===== src/rtl/core/ptfa_pkg.sv =====
`timescale 1ns / 1ps
// Package for the partition table fit allocator: field widths, table geometry,
// status, unit, policy and configuration register codes. No dependencies.
package ptfa_pkg;

    // Table geometry.
    localparam int SLOT_COUNT   = 4;
    localparam int HEADER_BYTES = 128;
    // The header counts as one more used range ahead of the slots.
    localparam int RANGE_COUNT  = SLOT_COUNT + 1;
    localparam int RIDX_W       = $clog2(RANGE_COUNT);

    // Field widths.
    localparam int BYTE_W      = 31;
    localparam int UNIT_W      = 2;
    localparam int TAG_W       = 2;
    localparam int NAME_W      = 64;
    localparam int NAME_PAD_W  = 8;
    localparam int STATUS_W    = 3;
    localparam int SLOT_IDX_W  = 2;
    localparam int POLICY_W    = 2;
    localparam int CFG_IDX_W   = 1;
    localparam int CFG_DATA_W  = 31;

    // Shared adder width: sums of two 31-bit values and signed differences.
    localparam int ALU_W = BYTE_W + 3;

    // Unit conversion shifts.
    localparam int KIB_SHIFT = 10;
    localparam int MIB_SHIFT = 20;

    // Size units.
    localparam logic [UNIT_W-1:0] UNIT_BYTE = 2'd0;
    localparam logic [UNIT_W-1:0] UNIT_KIB  = 2'd1;

    // Partition kinds.
    localparam logic KIND_EXTENDED = 1'b1;

    // Placement policies; any other code acts as worst fit.
    localparam logic [POLICY_W-1:0] FIT_FIRST = 2'd0;
    localparam logic [POLICY_W-1:0] FIT_BEST  = 2'd1;
    localparam logic [POLICY_W-1:0] FIT_WORST = 2'd2;

    // Configuration register indexes.
    localparam logic [CFG_IDX_W-1:0] CFG_DISK_SIZE  = 1'd0;
    localparam logic [CFG_IDX_W-1:0] CFG_FIT_POLICY = 1'd1;

    typedef enum logic [STATUS_W-1:0] {
        STAT_CREATED    = 3'd0,
        STAT_DUP_NAME   = 3'd1,
        STAT_TABLE_FULL = 3'd2,
        STAT_EXT_EXISTS = 3'd3,
        STAT_NO_SPACE   = 3'd4
    } status_t;

endpackage


===== src/rtl/core/partition_table_fit_allocator.sv =====
`timescale 1ns / 1ps
// Top level of the partition table fit allocator: slot table, request checks,
// range ranking and gap scan around one shared adder. Depends on ptfa_pkg.

// The block keeps a table of primary partition slots over a disk whose first
// bytes hold the table header, and answers every request transaction with one
// result transaction. A request that is a duplicate name, meets a full table,
// asks for a second extended partition or has a size of zero or one that does
// not fit in 31 bits is answered from the check step. Any other request ranks
// the used ranges by start address (one comparison per pair of ranges), then
// walks the gaps in address order, each with an end step, a gap step and a fit
// step, plus a pick step when best or worst fit must compare against the gap
// kept so far, and finishes in a final step once the output register is free.
// The gap that first becomes the candidate never needs that comparison. Every
// step of the ranking and the gap walk goes through one 34-bit adder. The input
// stalls from acceptance until the result has been loaded into the output
// register; that register lets the next request come in while a result still
// waits to be taken. Configuration writes take effect at once and are expected
// only while no request is in flight.
module partition_table_fit_allocator (
    input  logic                                clk,
    input  logic                                rst_n,
    // Configuration write port.
    input  logic                                cfg_wr_en,
    input  logic [ptfa_pkg::CFG_IDX_W-1:0]      cfg_index,
    input  logic [ptfa_pkg::CFG_DATA_W-1:0]     cfg_data,
    // Request channel.
    input  logic                                in_valid,
    output logic                                in_stall,
    input  logic [ptfa_pkg::BYTE_W-1:0]         size_value,
    input  logic [ptfa_pkg::UNIT_W-1:0]         size_unit,
    input  logic                                part_kind,
    input  logic [ptfa_pkg::TAG_W-1:0]          part_fit_tag,
    input  logic [ptfa_pkg::NAME_W-1:0]         name_high,
    input  logic [ptfa_pkg::NAME_W-1:0]         name_low,
    // Result channel.
    output logic                                out_valid,
    input  logic                                out_stall,
    output logic [ptfa_pkg::STATUS_W-1:0]       status,
    output logic [ptfa_pkg::SLOT_IDX_W-1:0]     slot_index,
    output logic [ptfa_pkg::BYTE_W-1:0]         start_byte,
    output logic [ptfa_pkg::BYTE_W-1:0]         byte_size
);

    localparam int S = ptfa_pkg::SLOT_COUNT;
    localparam int R = ptfa_pkg::RANGE_COUNT;
    localparam int RW = ptfa_pkg::RIDX_W;
    localparam int BW = ptfa_pkg::BYTE_W;
    localparam int AW = ptfa_pkg::ALU_W;
    localparam int NW = ptfa_pkg::NAME_W;

    typedef enum logic [2:0] {
        S_IDLE,
        S_CHECK,
        S_RANK,
        S_SCAN_END,
        S_SCAN_GAP,
        S_SCAN_FIT,
        S_SCAN_PICK,
        S_FINISH
    } state_t;

    // Sequencer and output registers.
    state_t                          state_reg, state_next;
    logic                            out_valid_reg, out_valid_next;
    ptfa_pkg::status_t               status_reg, status_next;
    logic [ptfa_pkg::SLOT_IDX_W-1:0] slot_reg, slot_next;
    logic [BW-1:0]                   start_reg, start_next;
    logic [BW-1:0]                   bytes_out_reg, bytes_out_next;

    // Configuration registers.
    logic [BW-1:0]                   disk_size_reg, disk_size_next;
    logic [ptfa_pkg::POLICY_W-1:0]   fit_policy_reg, fit_policy_next;

    // Ranking and gap scan.
    logic [RW-1:0]                   rank_reg [R];
    logic [RW-1:0]                   rank_next [R];
    logic [RW-1:0]                   pa_reg, pa_next;
    logic [RW-1:0]                   pb_reg, pb_next;
    logic [RW-1:0]                   scan_reg, scan_next;
    logic [RW-1:0]                   last_reg, last_next;
    logic [AW-1:0]                   gs_reg, gs_next;
    logic [AW-1:0]                   gz_reg, gz_next;
    logic [AW-1:0]                   best_size_reg, best_size_next;
    logic [BW-1:0]                   best_start_reg, best_start_next;
    logic                            found_reg, found_next;

    // Latched request.
    logic [BW-1:0]                   req_bytes_reg;
    logic                            req_ovf_reg;
    logic                            req_kind_reg;
    logic [ptfa_pkg::TAG_W-1:0]      req_tag_reg;
    logic [NW-1:0]                   req_name_high_reg;
    logic [NW-1:0]                   req_name_low_reg;

    // Slot table. A slot is in use when its size is nonzero.
    logic [BW-1:0]                   entry_start_reg [S];
    logic [BW-1:0]                   entry_size_reg [S];
    logic                            entry_ext_reg [S];
    logic [ptfa_pkg::TAG_W-1:0]      entry_tag_reg [S];
    logic [NW-1:0]                   entry_name_high_reg [S];
    logic [NW-1:0]                   entry_name_low_reg [S];

    logic                            tbl_we;
    logic [ptfa_pkg::SLOT_IDX_W-1:0] free_slot;

    logic                            accept;
    logic                            out_free;
    logic [BW-1:0]                   conv_bytes;
    logic                            conv_ovf;
    logic                            dup;
    logic                            has_ext;
    logic [RW-1:0]                   used_cnt;

    logic [BW-1:0]                   rng_start [R];
    logic [BW-1:0]                   rng_size [R];
    logic                            rng_used [R];
    logic [BW-1:0]                   cur_start;
    logic [BW-1:0]                   cur_size;
    logic [BW-1:0]                   nxt_start;
    logic [BW-1:0]                   gap_end;

    logic [AW-1:0]                   alu_a, alu_b, alu_res;
    logic                            alu_sub;
    logic                            alu_neg, alu_zero;

    assign accept   = in_valid && (state_reg == S_IDLE);
    assign in_stall = (state_reg != S_IDLE);
    assign out_free = !out_valid_reg || !out_stall;

    assign out_valid  = out_valid_reg;
    assign status     = status_reg;
    assign slot_index = slot_reg;
    assign start_byte = start_reg;
    assign byte_size  = bytes_out_reg;

    // Unit conversion; unit code three is taken as mebibytes.
    always_comb
    begin
        case (size_unit)
            ptfa_pkg::UNIT_BYTE:
            begin
                conv_bytes = size_value;
                conv_ovf   = 1'b0;
            end
            ptfa_pkg::UNIT_KIB:
            begin
                conv_bytes = BW'(size_value << ptfa_pkg::KIB_SHIFT);
                conv_ovf   = |(size_value >> (BW - ptfa_pkg::KIB_SHIFT));
            end
            default:
            begin
                conv_bytes = BW'(size_value << ptfa_pkg::MIB_SHIFT);
                conv_ovf   = |(size_value >> (BW - ptfa_pkg::MIB_SHIFT));
            end
        endcase
    end

    // Table summary used by the request checks.
    always_comb
    begin
        dup      = 1'b0;
        has_ext  = 1'b0;
        used_cnt = '0;
        for (int i = 0; i < S; i++)
        begin
            if (entry_size_reg[i] != '0)
            begin
                used_cnt = used_cnt + 1'b1;
                if (entry_ext_reg[i])
                begin
                    has_ext = 1'b1;
                end
                if (entry_name_high_reg[i] == req_name_high_reg
                    && entry_name_low_reg[i] == req_name_low_reg)
                begin
                    dup = 1'b1;
                end
            end
        end
    end

    // Lowest free slot.
    always_comb
    begin
        free_slot = '0;
        for (int i = S - 1; i >= 0; i--)
        begin
            if (entry_size_reg[i] == '0)
            begin
                free_slot = ptfa_pkg::SLOT_IDX_W'(i);
            end
        end
    end

    // Range list: the header at index zero, then one range per slot.
    always_comb
    begin
        rng_start[0] = '0;
        rng_size[0]  = BW'(ptfa_pkg::HEADER_BYTES);
        rng_used[0]  = 1'b1;
        for (int k = 1; k < R; k++)
        begin
            rng_start[k] = entry_start_reg[k-1];
            rng_size[k]  = entry_size_reg[k-1];
            rng_used[k]  = (entry_size_reg[k-1] != '0);
        end
    end

    // Pick the ranges ranked at the current scan position and the one after.
    always_comb
    begin
        cur_start = '0;
        cur_size  = '0;
        nxt_start = '0;
        for (int k = 0; k < R; k++)
        begin
            if (rng_used[k] && rank_reg[k] == scan_reg)
            begin
                cur_start = cur_start | rng_start[k];
                cur_size  = cur_size | rng_size[k];
            end
            if (rng_used[k] && rank_reg[k] == RW'(scan_reg + 1'b1))
            begin
                nxt_start = nxt_start | rng_start[k];
            end
        end
    end

    // The last gap runs to the end of the disk.
    assign gap_end = (scan_reg == last_reg) ? disk_size_reg : nxt_start;

    // Shared adder, operands chosen by the sequencer step.
    always_comb
    begin
        alu_a   = '0;
        alu_b   = '0;
        alu_sub = 1'b1;
        case (state_reg)
            S_RANK:
            begin
                alu_a = AW'(rng_start[pb_reg]);
                alu_b = AW'(rng_start[pa_reg]);
            end
            S_SCAN_END:
            begin
                alu_a   = AW'(cur_start);
                alu_b   = AW'(cur_size);
                alu_sub = 1'b0;
            end
            S_SCAN_GAP:
            begin
                alu_a = AW'(gap_end);
                alu_b = gs_reg;
            end
            S_SCAN_FIT:
            begin
                alu_a = gz_reg;
                alu_b = AW'(req_bytes_reg);
            end
            S_SCAN_PICK:
            begin
                alu_a = gz_reg;
                alu_b = best_size_reg;
            end
            default:
            begin
                alu_a = '0;
            end
        endcase
        alu_res  = alu_sub ? (alu_a - alu_b) : (alu_a + alu_b);
        alu_neg  = alu_res[AW-1];
        alu_zero = (alu_res == '0);
    end

    // Sequencer next state.
    always_comb
    begin
        logic               take;
        logic               advance;
        logic               reject;
        ptfa_pkg::status_t  reject_code;

        state_next      = state_reg;
        out_valid_next  = out_valid_reg && out_stall;
        status_next     = status_reg;
        slot_next       = slot_reg;
        start_next      = start_reg;
        bytes_out_next  = bytes_out_reg;
        disk_size_next  = disk_size_reg;
        fit_policy_next = fit_policy_reg;
        rank_next       = rank_reg;
        pa_next         = pa_reg;
        pb_next         = pb_reg;
        scan_next       = scan_reg;
        last_next       = last_reg;
        gs_next         = gs_reg;
        gz_next         = gz_reg;
        best_size_next  = best_size_reg;
        best_start_next = best_start_reg;
        found_next      = found_reg;
        tbl_we          = 1'b0;
        take            = 1'b0;
        advance         = 1'b0;
        reject          = 1'b1;
        reject_code     = ptfa_pkg::STAT_NO_SPACE;

        case (state_reg)
            S_IDLE:
            begin
                if (in_valid)
                begin
                    state_next = S_CHECK;
                end
            end
            S_CHECK:
            begin
                // Checks in priority order; size problems come last.
                if (dup)
                begin
                    reject_code = ptfa_pkg::STAT_DUP_NAME;
                end
                else if (used_cnt == RW'(S))
                begin
                    reject_code = ptfa_pkg::STAT_TABLE_FULL;
                end
                else if (req_kind_reg == ptfa_pkg::KIND_EXTENDED && has_ext)
                begin
                    reject_code = ptfa_pkg::STAT_EXT_EXISTS;
                end
                else if (req_ovf_reg || req_bytes_reg == '0)
                begin
                    reject_code = ptfa_pkg::STAT_NO_SPACE;
                end
                else
                begin
                    reject = 1'b0;
                end

                for (int k = 0; k < R; k++)
                begin
                    rank_next[k] = '0;
                end
                pa_next    = '0;
                pb_next    = RW'(1);
                scan_next  = '0;
                last_next  = used_cnt;
                found_next = 1'b0;

                if (!reject)
                begin
                    state_next = S_RANK;
                end
                else if (out_free)
                begin
                    out_valid_next = 1'b1;
                    status_next    = reject_code;
                    slot_next      = '0;
                    start_next     = '0;
                    bytes_out_next = req_bytes_reg;
                    state_next     = S_IDLE;
                end
            end
            S_RANK:
            begin
                // The later range in slot order goes first only on a strictly
                // lower start, which keeps the order stable.
                if (rng_used[pa_reg] && rng_used[pb_reg])
                begin
                    if (alu_neg)
                    begin
                        rank_next[pa_reg] = rank_reg[pa_reg] + 1'b1;
                    end
                    else
                    begin
                        rank_next[pb_reg] = rank_reg[pb_reg] + 1'b1;
                    end
                end
                if (pb_reg == RW'(R - 1))
                begin
                    if (pa_reg == RW'(R - 2))
                    begin
                        state_next = S_SCAN_END;
                    end
                    else
                    begin
                        pa_next = pa_reg + 1'b1;
                        pb_next = RW'(pa_reg + 2'd2);
                    end
                end
                else
                begin
                    pb_next = pb_reg + 1'b1;
                end
            end
            S_SCAN_END:
            begin
                gs_next    = alu_res;
                state_next = S_SCAN_GAP;
            end
            S_SCAN_GAP:
            begin
                gz_next    = alu_res;
                state_next = S_SCAN_FIT;
            end
            S_SCAN_FIT:
            begin
                if (alu_neg)
                begin
                    advance = 1'b1;
                end
                else if (!found_reg)
                begin
                    take    = 1'b1;
                    advance = 1'b1;
                end
                else if (fit_policy_reg == ptfa_pkg::FIT_FIRST)
                begin
                    advance = 1'b1;
                end
                else
                begin
                    state_next = S_SCAN_PICK;
                end
            end
            S_SCAN_PICK:
            begin
                // Ties keep the lower gap for both policies.
                if (fit_policy_reg == ptfa_pkg::FIT_BEST)
                begin
                    take = alu_neg;
                end
                else
                begin
                    take = !alu_neg && !alu_zero;
                end
                advance = 1'b1;
            end
            S_FINISH:
            begin
                if (out_free)
                begin
                    out_valid_next = 1'b1;
                    bytes_out_next = req_bytes_reg;
                    state_next     = S_IDLE;
                    if (found_reg)
                    begin
                        status_next = ptfa_pkg::STAT_CREATED;
                        slot_next   = free_slot;
                        start_next  = best_start_reg;
                        tbl_we      = 1'b1;
                    end
                    else
                    begin
                        status_next = ptfa_pkg::STAT_NO_SPACE;
                        slot_next   = '0;
                        start_next  = '0;
                    end
                end
            end
            default:
            begin
                state_next = S_IDLE;
            end
        endcase

        if (take)
        begin
            found_next      = 1'b1;
            best_size_next  = gz_reg;
            best_start_next = gs_reg[BW-1:0];
        end
        if (advance)
        begin
            if (scan_reg == last_reg)
            begin
                state_next = S_FINISH;
            end
            else
            begin
                scan_next  = scan_reg + 1'b1;
                state_next = S_SCAN_END;
            end
        end

        if (cfg_wr_en)
        begin
            case (cfg_index)
                ptfa_pkg::CFG_DISK_SIZE:
                begin
                    disk_size_next = cfg_data;
                end
                ptfa_pkg::CFG_FIT_POLICY:
                begin
                    fit_policy_next = cfg_data[ptfa_pkg::POLICY_W-1:0];
                end
                default:
                begin
                    disk_size_next = disk_size_reg;
                end
            endcase
        end
    end

    // Sequencer state, scan registers, configuration and output register.
    always_ff @(posedge clk or negedge rst_n)
    begin
        if (!rst_n)
        begin
            state_reg      <= S_IDLE;
            out_valid_reg  <= 1'b0;
            status_reg     <= ptfa_pkg::STAT_CREATED;
            slot_reg       <= '0;
            start_reg      <= '0;
            bytes_out_reg  <= '0;
            disk_size_reg  <= '0;
            fit_policy_reg <= ptfa_pkg::FIT_WORST;
            for (int k = 0; k < R; k++)
            begin
                rank_reg[k] <= '0;
            end
            pa_reg         <= '0;
            pb_reg         <= '0;
            scan_reg       <= '0;
            last_reg       <= '0;
            gs_reg         <= '0;
            gz_reg         <= '0;
            best_size_reg  <= '0;
            best_start_reg <= '0;
            found_reg      <= 1'b0;
        end
        else
        begin
            state_reg      <= state_next;
            out_valid_reg  <= out_valid_next;
            status_reg     <= status_next;
            slot_reg       <= slot_next;
            start_reg      <= start_next;
            bytes_out_reg  <= bytes_out_next;
            disk_size_reg  <= disk_size_next;
            fit_policy_reg <= fit_policy_next;
            rank_reg       <= rank_next;
            pa_reg         <= pa_next;
            pb_reg         <= pb_next;
            scan_reg       <= scan_next;
            last_reg       <= last_next;
            gs_reg         <= gs_next;
            gz_reg         <= gz_next;
            best_size_reg  <= best_size_next;
            best_start_reg <= best_start_next;
            found_reg      <= found_next;
        end
    end

    // Request capture. Name byte fifteen is always taken as zero.
    always_ff @(posedge clk)
    begin
        if (accept)
        begin
            req_bytes_reg     <= conv_ovf ? '0 : conv_bytes;
            req_ovf_reg       <= conv_ovf;
            req_kind_reg      <= part_kind;
            req_tag_reg       <= part_fit_tag;
            req_name_high_reg <= name_high;
            req_name_low_reg  <= {name_low[NW-1:ptfa_pkg::NAME_PAD_W],
                                  {ptfa_pkg::NAME_PAD_W{1'b0}}};
        end
    end

    // Slot sizes double as the in-use flags, so they are cleared by reset.
    always_ff @(posedge clk or negedge rst_n)
    begin
        if (!rst_n)
        begin
            for (int i = 0; i < S; i++)
            begin
                entry_size_reg[i] <= '0;
            end
        end
        else if (tbl_we)
        begin
            entry_size_reg[free_slot] <= req_bytes_reg;
        end
    end

    // Remaining slot fields only matter once the slot is in use.
    always_ff @(posedge clk)
    begin
        if (tbl_we)
        begin
            entry_start_reg[free_slot]     <= best_start_reg;
            entry_ext_reg[free_slot]       <= req_kind_reg;
            entry_tag_reg[free_slot]       <= req_tag_reg;
            entry_name_high_reg[free_slot] <= req_name_high_reg;
            entry_name_low_reg[free_slot]  <= req_name_low_reg;
        end
    end

endmodule


===== config.mk =====
export PLATFORM = sky130hd
export DESIGN_NAME = partition_table_fit_allocator
export DESIGN_NICKNAME = d
export VERILOG_FILES = /design/src/rtl/core/ptfa_pkg.sv /design/src/rtl/core/partition_table_fit_allocator.sv
export SDC_FILE = /design/constraint.sdc
export NUM_CORES = 2
export LEC_CHECK = 0
export BUFFER_PORTS_ARGS = -buffer_cell sky130_fd_sc_hd__buf_2
export CORE_MARGIN = 4
export CORE_UTILIZATION = 45
export CTS_CLUSTER_SIZE = 14
export DETAILED_ROUTE_END_ITERATION = 6
export GPL_ROUTABILITY_DRIVEN = 1
export PLACE_DENSITY = 0.67
export SLEW_MARGIN = 25
export SYNTH_ARGS = -nofsm -noshare
export SYNTH_HDL_FRONTEND = slang
export SYNTH_SLANG_ARGS = --single-unit

===== constraint.sdc =====
create_clock -name clk -period 7.5 [get_ports clk]
set_input_delay 1.5 -clock clk [delete_from_list [all_inputs] [get_ports clk]]
set_output_delay 1.5 -clock clk [all_outputs]
set_load 0.01 [all_outputs]

# ---- Yosys cells after proc, flatten, opt, wreduce, memory -nomap -nowiden
# Memory sizes are Yosys's and may differ from the RTL's.
# Cells that the tools add are included.
# Widths: inputs -> output; s select.
dict set report classes {
  n_addsub 11
  multipliers 0
  div 0
  magnitude_cmp 6
  eq_ne 43
  shifts 0
  n_mux 137
  bitwise_logic 14
  n_reduce_logical 55
}
# op count
set op_table {}
lappend op_table {{$mux 31} 24}
lappend op_table {{$eq 64x64->1} 8}
lappend op_table {{$or 31x31->31} 10}
lappend op_table {{$bmux 31 s3} 2}
lappend op_table {{$pmux 31 s2} 3}
lappend op_table {{$pmux 34 s5} 1}
lappend op_table {{$logic_not 31->1} 5}
lappend op_table {{$pmux 34 s4} 1}
lappend op_table {{$bwmux 124} 1}
lappend op_table {{$reduce_bool 31->1} 4}
lappend op_table {{$mux 3} 33}
lappend op_table {{$demux 31 s2} 1}
lappend op_table {{$mux 1} 41}
lappend op_table {{$add 34x34->34} 1}
lappend op_table {{$logic_not 34->1} 1}
lappend op_table {{$mux 34} 1}
lappend op_table {{$sub 34x34->34} 1}
lappend op_table {{$bwmux 15} 2}
lappend op_table {{$eq 3x3->1} 10}
lappend op_table {{$mux 15} 2}
lappend op_table {{$pmux 15 s2} 1}
lappend op_table {{$add 3x1->3 const B} 8}
lappend op_table {{$pmux 3 s7} 1}
lappend op_table {{$logic_and 1x1->1} 20}
lappend op_table {{37 further kinds} 84}
dict set report word_totals {
  reg_bits 542
  latch_bits 0
  mem_bits_rw 608
  mem_bits_ro 0
  in_bits 201
  out_inout_bits 69
  wordCells 301
  memories 4
}
# memory words width read_ports rd_ports_with_merged_regs wr line_no
set memory_table {}
lappend memory_table {entry_name_high_reg 4 64 4 0 1 partition_table_fit_allocator.sv:101} ;# logic [NW-1:0] entry_name_high_reg [S];
lappend memory_table {entry_name_low_reg 4 56 4 0 1 partition_table_fit_allocator.sv:102} ;# logic [NW-1:0] entry_name_low_reg [S];
lappend memory_table {entry_start_reg 4 31 4 0 1 partition_table_fit_allocator.sv:97} ;# logic [BW-1:0] entry_start_reg [S];
lappend memory_table {entry_ext_reg 4 1 4 0 1 partition_table_fit_allocator.sv:99} ;# logic entry_ext_reg [S];

# ---- Longest topological paths before layout
dict set report depth {
  depth_word 20
  ltp_mapped 32
  mapped_depth_nobuf 26
}

# ---- Worst setup path after synthesis
# No wires, ideal clock.
dict set report synth_timing {
  path_kind {input port to flip-flop}
  start {in in_valid}
  end {reg req_bytes_reg[0] (enable)}
  setup_ps 668
  arrival_time_ps 7833
  required_time_ps 6832
  setup_slack_ps -1002
  cell_stages 2
  n_path_buf 0
  path_cell_list {inv_1 -> nor2_1}
}
dict set report synth_between {
  elab_chain_len 1
}
# element line_no
set synth_lines {}
lappend synth_lines {{start, declared} partition_table_fit_allocator.sv:28} ;# input logic in_valid,
lappend synth_lines {{$logic_and 1x1->1} partition_table_fit_allocator.sv:127} ;# assign accept = in_valid && (state_reg == S_IDLE);
lappend synth_lines {{net accept} partition_table_fit_allocator.sv:107} ;# logic accept;
lappend synth_lines {{end signal, assigned} partition_table_fit_allocator.sv:560} ;# req_bytes_reg <= conv_ovf ? '0 : conv_bytes;
lappend synth_lines {{end, declared} partition_table_fit_allocator.sv:89} ;# logic [BW-1:0] req_bytes_reg;
# The timed path passes the listed nets, and every way through them passes these cells.
# A chain may end at the register's enable or synchronous reset.

# ---- Worst setup path in the final report
dict set report layout_timing {
  start {reg scan_reg[2]}
  end {reg best_start_reg[23]}
}
dict set report layout_between {
  elab_chain_len 19
  elab_cells_between_ends 55
  classes_between {3 x add/sub; 10 x eq/ne; 20 x mux; 10 x bitwise; 12 x reduce/logical}
}
# element line_no
set layout_lines {}
lappend layout_lines {{start, declared} partition_table_fit_allocator.sv:80} ;# logic [RW-1:0] scan_reg, scan_next;
lappend layout_lines {{start signal, assigned} partition_table_fit_allocator.sv:545} ;# scan_reg <= scan_next;
lappend layout_lines {{$add 3x1->3} partition_table_fit_allocator.sv:223} ;# if (rng_used[k] && rank_reg[k] == RW'(scan_reg + 1'b1))
lappend layout_lines {{$eq 3x3->1} partition_table_fit_allocator.sv:223}
lappend layout_lines {{$logic_and 1x1->1} partition_table_fit_allocator.sv:223}
lappend layout_lines {{$mux 31} partition_table_fit_allocator.sv:223}
lappend layout_lines {{$or 31x31->31} partition_table_fit_allocator.sv:225} ;# nxt_start = nxt_start | rng_start[k];
lappend layout_lines {{$mux 31} partition_table_fit_allocator.sv:223}
lappend layout_lines {{$or 31x31->31} partition_table_fit_allocator.sv:225}
lappend layout_lines {{$mux 31} partition_table_fit_allocator.sv:223}
lappend layout_lines {{[... 3 more ...]} --}
lappend layout_lines {{$pmux 34 s4} partition_table_fit_allocator.sv:239} ;# case (state_reg)
lappend layout_lines {{$sub 34x34->34 or $add 34x34->34 (tied branches)} partition_table_fit_allocator.sv:271} ;# alu_res = alu_sub ? (alu_a - alu_b) : (alu_a + alu_b);
lappend layout_lines {{$mux 34 (*)} partition_table_fit_allocator.sv:271}
lappend layout_lines {{$logic_not 34->1} partition_table_fit_allocator.sv:273} ;# alu_zero = (alu_res == '0);
lappend layout_lines {{$logic_not 1->1} partition_table_fit_allocator.sv:435} ;# take = !alu_neg && !alu_zero;
lappend layout_lines {{$logic_and 1x1->1} partition_table_fit_allocator.sv:435}
lappend layout_lines {{$mux 1} partition_table_fit_allocator.sv:429} ;# if (fit_policy_reg == ptfa_pkg::FIT_BEST)
lappend layout_lines {{$pmux 1 s2 (*)} partition_table_fit_allocator.sv:308} ;# case (state_reg)
lappend layout_lines {{end signal, assigned} partition_table_fit_allocator.sv:550} ;# best_start_reg <= best_start_next;
lappend layout_lines {{end, declared} partition_table_fit_allocator.sv:85} ;# logic [BW-1:0] best_start_reg, best_start_next;
# Mark *: on every way between the ends. The rest lies on a longest branch, timed or not.

==> metrics.md <==
| Metric | Value |
|---|---|
| Critical path required time | `8.09 ns` |
| Fin area | `63410 um^2` |
| Synth Area in XOR/XNOR | `8.852%` |
| Hpwl dp | `121700 um` |
| Vias in the first global route | `approximately 38k` |
| IO Pins | `270` |
| Post-synthesis mux area share | `5.790%` |
| Most used flip-flop cell after synthesis | `edfxtp_1` |
| CTS root buffer | `clkbuf_16` |
| Row Count | `~130` |
| Routed wire per std cell | `27.05 um` |
| DIE HEIGHT | `between 300 and 400 um` |
| Max reg flops | `256` |
| Largest net degree at the start of global routing | `163` |
| Post-synth cell types | `between 80 and 90` |
| Power, Total | `32.56 mW` |
| Compound-Gate Fraction of Synth Area | `a little under an eighth` |
| Drt initial violations | `around 5.3k` |
| Initial Utilization | `45.31%` |
| Num CTS Buffers | `between 100 and 150` |
| Die Wd | `352.8 um` |
| Min Clock Period, post-route | `7.331 ns` |
| Buffers added on ports | `259` |
| Max-slew violation count | `0` |
| Syn nets | `4455` |
| Post-synth top cells | `761 x edfxtp_1, 404 x xor2_1, 388 x dfrtp_1, 308 x nand2_1, 219 x o21ai_0` |
| Area after DPL | `approximately 60000 um^2` |
| CP max FO | `15` |
| Largest family of logic cells by synthesized area | `compound AO/OA/AOI/OAI gates` |
| Post-synthesis sequential area ratio | `60.91%` |
| Num Clock Sinks | `1150` |
| Htree depth | `3` |
| Layout area overhead | `18.52%` |
| Post-Synth Adder-Cell Area | `1.160%` |
| Status | `complete, no violations` |
| Number of setup violations in the final report | `0` |
| Final Skew | `~0.090 ns` |
| Synth Cell Area | `53500 um^2` |
| Post-synth EDFFs | `roughly 760` |
| Yosys reg bits | `1150` |
| Via/cell ratio | `6.114` |
| CTS tree | `done` |
| Area leader, netlist | `edfxtp_1` |
| Clk Latency, worst-skew pair | `0.79 ns` |
| Share of layout cells above drive strength 1 | `22.15%` |
| Setup CP Type | `reg -> reg` |
| Maximum VDD drop | `0.4366 mV` |
| Post-Route WL | `between 150000 and 200000 um` |
| Vias | `39.12k` |
| Crit end category | `register` |
| Worst slew margin | `26.50%` |
| Clock buffer depth | `3` |
| Tcrit/Tclk final | `97.75%` |
| HP Class | `reg -> reg` |
| Synth area leaders | `edfxtp_1 43%, dfrtp_1 18%, xor2_1 6.6%, mux2_2 3.0%, a22oi_1 2.9%` |
| Max Clock Freq | `136.4 MHz` |
| Core Area | `between 100000 and 150000 um^2` |
| Slew @ Worst Pin | `around 1.1 ns` |
| Mapped Cells | `4205` |
| Pwr dens | `513.5 nW/um^2` |
| Top cell type's share of synthesized area | `a little over two fifths` |
| Post-synthesis simple-gate area fraction | `about a tenth` |
| Hold slack | `0.4782 ns` |
| First-pass GRT wire length | `251700 um` |
| Setup WS post-layout | `0.1686 ns` |
| Placer Congestion | `0.9800` |
| Static leakage power | `24.94 nW` |
| Gr ovfl total | `0` |
| Max-cap violations | `0` |
| Number of remaining DRC errors | `0` |
| Initial antenna violation count | `27` |
| All-Layer GR Usage | `27.00%` |
| TritonRoute pass-1 iters | `6` |
| Avg Cell Area, Syn | `12.72 um^2` |
| Place WS | `-0.2459 ns` |
| Hold Fails Final Rpt | `0` |
| Yosys warning total | `0` |
| Detail Route Antenna Nets | `0` |
| Most frequent cell after synthesis | `edfxtp_1` |
| Asr flop ratio synth | `33.83%` |
| Nets | `about 5k` |
| CP startpoint kind | `register` |
| TNS Setup | `0 ns` |
| Worst-path clk slew | `0.06 ns` |
| Data arrival time of the worst path | `7.92 ns` |
| Total die area | `124500 um^2` |
## through the flow
step	util, %	std cells
3_3_place_gp	50.01	6152
2_1_floorplan	-	4205
5_1_grt	53.68	6389
6_report	53.70	6398
4_1_cts	53.40	6377
3_5_place_dp	50.02	6152
## metal layers
metal / vias up / global-route usage [%] / share of wire (%) / wire (um)
met5: - / 0 / 0.0092 / 16
met1: 19400 / 39.76 / 43 / 74760
met3: 387 / 6.663 / 11 / 18880
met4: 4 / 9.028 / 3.4 / 5850
li1: 17110 / - / - / -
met2: 2218 / 39.14 / 42 / 73550
## logic make-up after synthesis
logic type,Yosys count
and+or+nand+nor,989
buffers and inverters,277
AOI/OAI and AO/OA,918
DFF,1150
xor gates and xnor gates,539
muxes,283
adders and majority gates,49
## timing repair
item	in CTS	in global routing
pin swaps	6	26
hold buffers	0	0
setup buffers	2	8
gates cloned	1	2
endpoints found under the setup margin	66	73
resized for setup	16	39
## path summary, 6_finish.rpt
kind	from	endpoint	slack, ns	depth (start not counted)
worst max-delay path	scan_reg[2]	best_start_reg[23]	0.17	26
worst min-delay path	slot_index[1]	slot_index[1]	0.48	2
worst max register to register	scan_reg[2]	best_start_reg[23]	0.17	26
worst min register to register	slot_index[1]	slot_index[1]	0.48	2
max in group asynchronous	rst_n	best_size_reg[3]	5.21	3
min in group asynchronous	rst_n	start_byte[26]	0.83	1
## area by class of cell
type                            count  area, um^2
Antenna cell                        9       22.52
Clock buffer                      153        3227
Fill cell                        9863       54670
Inverter                           56       222.7
Tap cell                         1536        1922
Multi-Input combinational cell   2778       20250
Sequential cell                  1150       32590
Timing Repair Buffer              647        4531
Clock inverter                     69       646.9
## worst max-delay path, stage by stage (launching register included)
cell and delay (ns):
dfrtp_1 0.47, buf_4 0.22, xnor2_2 0.17, buf_4 0.22, nand4_1 0.12, a41oi_1 0.41
a221o_1 0.45, nor3_1 0.45, and3_1 0.36, nand3_1 0.24, o21ai_0 0.26, xor2_1 0.22
ha_1 0.29, and3_1 0.21, buf_4 0.15, a221o_1 0.39, a31oi_4 0.19, buf_4 0.16
nor4bb_1 0.06, a311oi_2 0.32, nand3_1 0.17, nor4b_2 0.30, nand4_1 0.26, a211oi_4 0.30
buf_6 0.21, clkbuf_16 0.20, mux2_2 0.33
## power by group
group / switching [mW] / internal, mW / total, mW / leakage [nW]
sequential: 1.11 / 7.90 / 9.00 / 11.9
clock: 2.57 / 3.26 / 5.83 / 1.87
combinational: 10.0 / 7.69 / 17.7 / 11.1
total: 13.7 / 18.8 / 32.6 / 24.9
## layout by cell type, fill, tap and decap left out, drive strengths merged, types with 12 or more instances in the layout
cell | netlist | routed
xor2 | 404 | 404
mux2i | 98 | 98
o22ai | 12 | 12
a221oi | 15 | 15
o21ai | 221 | 221
a31oi | 16 | 16
a22oi | 205 | 205
and2 | 21 | 21
nand2 | 308 | 308
nor2 | 116 | 116
a211oi | 45 | 45
mux2 | 182 | 182
dfrtp | 388 | 388
nand3 | 70 | 70
nor3 | 33 | 33
clkinv | 1 | 56
nor4 | 153 | 153
edfxtp | 761 | 761
nand4 | 183 | 183
nor2b | 29 | 29
o211ai | 16 | 16
a222oi | 14 | 14
a22o | 44 | 44
inv | 55 | 59
a21oi | 143 | 143
o2bb2ai | 18 | 18
xnor2 | 135 | 135
a21o | 78 | 78
and3 | 18 | 18
ha | 48 | 48
buf | 57 | 645
clkbuf | 164 | 155
(Power assumes the default switching activity.)
